## config.mk

```make
export PLATFORM = sky130hd
export DESIGN_NAME = crg_sqrt
export DESIGN_NICKNAME = d
export VERILOG_FILES = /design/src/rtl/crg_pkg.sv /design/src/rtl/crg_sqrt.sv
export SDC_FILE = /design/constraint.sdc
export NUM_CORES = 2
export LEC_CHECK = 0
export BUFFER_PORTS_ARGS = -buffer_cell sky130_fd_sc_hd__buf_2
export CAP_MARGIN = 25
export CORE_UTILIZATION = 41
export DETAILED_ROUTE_END_ITERATION = 8
export SKIP_CTS_REPAIR_TIMING = 1
export SYNTH_ARGS = -nofsm -noshare
export SYNTH_HDL_FRONTEND = slang
export SYNTH_MEMORY_MAX_BITS = 65536
export SYNTH_SLANG_ARGS = --single-unit
```

## constraint.sdc

```tcl
create_clock -name clock -period 11.23 [get_ports clock]
set_clock_uncertainty 0.15 [all_clocks]
set_input_delay 1.6845 -clock clock [delete_from_list [all_inputs] [get_ports clock]]
set_output_delay 1.6845 -clock clock [all_outputs]
set_load 0.02 [all_outputs]
```

## src/rtl/crg_pkg.sv

```systemverilog
// Shared types and constants for the camera ray generator.
// No dependencies.
package crg_pkg;
   localparam int FRAC_BITS = 16;
   localparam int LANE_W = 20;            // Q4.16 lane width
   localparam int VEC_W = 3 * LANE_W;     // packed x,y,z
   localparam int COORD_W = 17;
   localparam int SCALE_W = 20;           // scaled coordinate width
   localparam int TERM_W = 25;            // axis * scale >> FRAC_BITS
   localparam int D_W = 28;               // direction component
   localparam int SQ_W = 54;              // one squared component
   localparam int LEN2_W = 56;            // sum of squares
   localparam int ROOT_W = 27;            // floor square root
   localparam int NUM_W = 44;             // divider numerator
   localparam int QUO_W = 17;             // divider quotient
   localparam int DIR_W = 18;
   localparam int IDX_W = 8;

   localparam logic [IDX_W-1:0] REG_EYE    = IDX_W'(0);
   localparam logic [IDX_W-1:0] REG_RIGHT  = IDX_W'(1);
   localparam logic [IDX_W-1:0] REG_UP     = IDX_W'(2);
   localparam logic [IDX_W-1:0] REG_CORNER = IDX_W'(3);
   localparam logic [IDX_W-1:0] REG_WIDTH  = IDX_W'(4);
   localparam logic [IDX_W-1:0] REG_HEIGHT = IDX_W'(5);

   localparam logic [COORD_W-1:0] ONE_FX = COORD_W'(1) << FRAC_BITS;

   typedef logic signed [D_W-1:0] dval_type;
   typedef logic [ROOT_W-1:0] root_type;
   typedef logic [QUO_W-1:0] quo_type;

   // camera settings seen by the datapath
   typedef struct packed {
      logic [VEC_W-1:0]   eye;
      logic [VEC_W-1:0]   right;
      logic [VEC_W-1:0]   up;
      logic [VEC_W-1:0]   corner;
      logic [LANE_W-1:0]  width;
      logic [LANE_W-1:0]  height;
   } cam_cfg_type;

   // pipeline control shared by all stages
   typedef struct packed {
      logic en;
      logic valid;
   } pipe_ctl_type;

   function automatic logic signed [LANE_W-1:0] lane(input logic [VEC_W-1:0] v, input int k);
      lane = $signed(v[k*LANE_W +: LANE_W]);
   endfunction
endpackage

```

## src/rtl/crg_sqrt.sv

```systemverilog
// Pipelined floor square root, one root bit per stage.
// Depends on crg_pkg.
module crg_sqrt import crg_pkg::*; (
   input  logic                 clock,
   input  logic                 reset,
   input  pipe_ctl_type         ctl,
   input  dval_type             in_d [3],
   input  logic [LEN2_W-1:0]    in_len2,
   output logic                 out_valid,
   output dval_type             out_d [3],
   output root_type             out_len
);
   logic [ROOT_W:1] v_ff;
   logic [LEN2_W-1:0] rem_ff [1:ROOT_W];
   root_type root_ff [1:ROOT_W];
   dval_type d_ff [1:ROOT_W][3];

   for (genvar s = 0; s < ROOT_W; s++) begin : g_step
      localparam int B = ROOT_W - 1 - s;
      logic v_cur;
      logic [LEN2_W-1:0] rem_cur;
      root_type root_cur;
      dval_type d_cur [3];
      logic [LEN2_W-1:0] cand;

      // stage input: the module ports for the first stage, else the previous stage
      if (s == 0) begin : g_first
         assign v_cur = ctl.valid;
         assign rem_cur = in_len2;
         assign root_cur = '0;
         assign d_cur = in_d;
      end else begin : g_next
         assign v_cur = v_ff[s];
         assign rem_cur = rem_ff[s];
         assign root_cur = root_ff[s];
         assign d_cur = d_ff[s];
      end

      // trial subtrahend 2*root*2^B + 4^B
      assign cand = (LEN2_W'(root_cur) << (B + 1)) | (LEN2_W'(1) << (2 * B));
      always_ff @(posedge clock) begin
         if (reset) begin
            v_ff[s+1] <= 1'b0;
         end else if (ctl.en) begin
            v_ff[s+1] <= v_cur;
         end
      end
      always_ff @(posedge clock) begin
         if (ctl.en) begin
            d_ff[s+1] <= d_cur;
            if (rem_cur >= cand) begin
               rem_ff[s+1] <= rem_cur - cand;
               root_ff[s+1] <= root_cur | (root_type'(1) << B);
            end else begin
               rem_ff[s+1] <= rem_cur;
               root_ff[s+1] <= root_cur;
            end
         end
      end
   end

   assign out_valid = v_ff[ROOT_W];
   assign out_d = d_ff[ROOT_W];
   assign out_len = root_ff[ROOT_W];
endmodule

```

==> summary.md <==
| Metric | Value |
|---|---|
| Cts bufs inserted | `approximately 420` |
| Max frequency | `approximately 0.21 GHz` |
| H-tree depth | `5` |
| Reg2reg setup slack | `6660 ps` |
| Fin. Hold Viols | `0` |
| FF/Latch Area | `124000 um^2` |
| Max cap viols | `0` |
| Final Max Tran Viols | `0` |
| Vias in the first global route | `between 70000 and 80000` |
| RSZ-0062 raised after global routing | `false` |
| Leakage power | `between 60 and 70 nW` |
| Die span in x | `between 600 and 700 um` |
| Gate Count Post-Synth | `about 9400` |
| DRC viols | `0` |
| Grt total ovfl | `0` |
| Least-Margin Pin Slew | `between 1000 and 1500 ps` |
| Die ar. | `approximately 390000 um^2` |
| Area Overhead vs Synth | `13.3%` |
| CTS tree | `yes` |
| Netlist cell types | `just over 90` |
| Ports | `roughly 260` |
| Clock Path Buffers | `4` |
| YS warnings | `0` |
| HP Class | `reg2reg` |
| Post-synth EDFFs | `between 4000 and 5000` |
| DR iter-0 viols | `roughly 5100` |
| Setup TNS Final | `0 ps` |
| Routed wire length | `around 280 mm` |
| Reg-to-Reg Start | `rem_ff[0][1315]$_DFFE_PP_` |
| Outcome | `finished, final reports clean` |
| Sequential share of the synthesized area | `between 70% and 80%` |
| R2R cell count | `9` |
| RePlAce Congestion | `between 0.9 and 1` |
| Crit path kind | `in2reg` |
| Tot GR Track Use | `13.9%` |
| Root Buffer | `clkbuf_16` |
| Final setup violation count | `0` |
| Post-DP HPWL | `~190 mm` |
| Multi-input gate area | `between 30000 and 40000 um^2` |
| CP Capture Type | `flop` |
| CP Data Required Time | `approximately 12000 ps` |
| WL per Instance | `between 15 and 20 um` |
| Core footprint | `383000 um^2` |
| Reg clk slew, reported paths | `~60 ps` |
| Die Ht | `a little over 600 um` |
| Async S/R FF share, synth | `0%` |
| Filler cell count | `~32000` |
| Most Crowded Layer GR | `met2` |
| Vias per inst | `between 5 and 6` |
| Slew headroom | `approximately a fifth` |
| Final Cycle Share | `between 40% and 50%` |
| Power Density | `~200 nW/um^2` |
| GR Util met3 | `roughly 2.4%` |
| Std cell rows | `approximately 230` |
| Crit Path Max Fanout | `between 150 and 200` |
| Mapped Avg Cell Area | `between 15 and 20 um^2` |
| Critical Path Start | `ctl[1]` |
| Hold EP | `d_ff[2][290]$_DFFE_PP_` |
| Initial antenna violation count | `4` |
| Post-DP Area | `about 160000 um^2` |
| Layout cells sized above 1 | `between 10% and 20%` |
| Mapped cell area | `approximately 160000 um^2` |
| Vias | `76900` |
| Hold path cells | `0` |
| Global-route wire length before repair | `approximately 430 mm` |
| First-pass DRT Iterations | `6` |
| Final min period | `roughly 4800 ps` |
| Top FF cell, synth | `edfxtp_1` |
| Synth Net Count | `around 10000` |
| Initial Util | `slightly above 40%` |
| Hold path startpoint | `d_ff[2][206]$_DFFE_PP_` |
| Crit path DAT | `~5200 ps` |
| Cell area after layout | `approximately 180000 um^2` |
| Register bit total from synthesis | `~4100` |
| Antenna violation net count after detailed routing | `0` |
| Clock Latency Late Sink | `between 900 and 1000 ps` |
| Peak VDD IR | `roughly 140 uV` |
| RR Endpoint | `rem_ff[0][1381]$_DFFE_PP_` |
| GR Util met1 | `14.9%` |
| IO buf count | `roughly 260` |
| Final #Nets | `around 11000` |
| Clock Sinks | `around 4100` |
| Largest net degree at the start of global routing | `between 200 and 250` |
| Met2 Resource Use GR | `26.5%` |
| Startpoint types | `primary input` |
[worst max-delay path, stage by stage]
cell and delay, ps:
buf_12 240, buf_4 470, buf_12 460, buf_12 570, buf_4 870
[layout make-up]
type / count / share of cell area, %
Timing Repair Buffer: 343 / 1.22
Tap cell: 5038 / 3.53
Sequential cell: 4129 / 69.3
Clock buffer: 514 / 6.22
Multi-Input combinational cell: 4579 / 17.3
Antenna cell: 2 / 0.00280
Clock inverter: 249 / 1.46
Inverter: 488 / 1.03
[power breakdown]
| group | internal, mW | switching, mW | leakage (nW) |
|---|---|---|---|
| logic | 1.40 | 2.23 | 16.8 |
| registers | 18.6 | 0.727 | 40.0 |
| clock network | 7.95 | 5.69 | 6.62 |
| total | 27.9 | 8.64 | 63.4 |
[sequential cells by signal, indices dropped and copies added (netlist names)]
signal	flops
out_valid	1
root_ff	378
g_step.v_cur	26
d_ff	2268
rem_ff	1456
[worst max-delay path by stage]
| stage | endpoint | slack, ps | depth (start not counted) |
|---|---|---|---|
| 2_1_floorplan | rem_ff[0][1456]$_DFFE_PP_ | 5630 | 5 |
| 3_3_place_gp | d_ff[6][228]$_DFFE_PP_ | 5460 | 5 |
| 3_5_place_dp | d_ff[6][188]$_DFFE_PP_ | 5320 | 5 |
| 4_1_cts | d_ff[6][228]$_DFFE_PP_ | 6350 | 5 |
| 5_1_grt | rem_ff[0][1396]$_DFFE_PP_ | 6340 | 9 |
| 6_report | d_ff[6][192]$_DFFE_PP_ | 6450 | 5 |
[cells in the mapped netlist (15+ instances only)]
master,count,area share [%]
xnor2_1,277,1.5
and3_1,40,0.16
o31ai_1,33,0.16
a21oi_1,332,1.1
nor2b_1,53,0.21
nor3b_1,19,0.090
nand4b_1,15,0.083
and2_1,29,0.12
or3_1,84,0.33
nor3_1,244,0.77
o211ai_1,27,0.13
a21o_1,150,0.71
nand4_1,103,0.41
clkbuf_1,138,0.33
mux2_2,27,0.19
nand2b_1,91,0.36
ha_1,403,3.2
buf_4,85,0.40
or4_1,53,0.25
nor4_1,260,1.0
buf_2,17,0.054
o21ai_0,400,1.3
nand3b_1,20,0.095
edfxtp_1,4102,78
nand3_1,115,0.37
xor2_1,388,2.2
nor2_1,393,0.94
or2_2,37,0.15
a31oi_1,32,0.13
dfxtp_1,27,0.34
o21a_1,81,0.39
o21bai_1,26,0.12
a211oi_1,32,0.15
nand2_1,521,1.2
inv_1,487,1.2
mux2i_1,39,0.25
nor4b_1,38,0.21
[kinds of logic after synthesis]
family / count (synthesis) / synth area share [%]
AOI/OAI and AO/OA: 1283 / 5.09
DFF: 4129 / 78.5
xor gates and xnor gates: 665 / 3.69
muxes: 66 / 0.441
and+or+nand+nor: 2162 / 7.11
buffers and inverters: 740 / 1.98
adders and majority gates: 403 / 3.20
[per-stage QoR]
step	hold WS [ps]	power [mW]	instances	util, %	setup slack, ps
detailed placement	255	23.2	14600	43.1	5320
global placement	250	23.1	14600	43.0	5460
global route	200	38.1	15300	46.7	6340
floorplan	250	21.9	9448	-	5630
CTS	192	37.0	15300	46.6	6350
finish	214	36.5	15300	46.7	6450
[layer usage]
layer,up-vias,share of wire [%]
met5,-,0
met4,0,4.9
met3,697,3.9
met2,1760,53
met1,37300,38
li1,37100,-
[placed cells by master (no fill, tap or decap), types with 33 or more instances in the layout]
master,count
o31ai_1,33
nor4b_1,38
nor3_1,244
o21ai_0,400
a21o_1,150
buf_2,256
buf_4,70
or3_1,84
xor2_1,388
o21a_1,81
inv_1,487
nand4_1,103
nand2b_1,91
clkbuf_16,430
clkinv_2,69
nor2_1,393
nor4_1,259
bufinv_16,39
mux2i_1,39
a21oi_1,332
edfxtp_1,4102
clkinv_1,83
nand2_1,521
nor2b_1,53
xnor2_1,277
ha_1,403
or2_2,37
clkbuf_1,81
nand3_1,115
or4_1,53
and3_1,40
(Power assumes the default switching activity.)
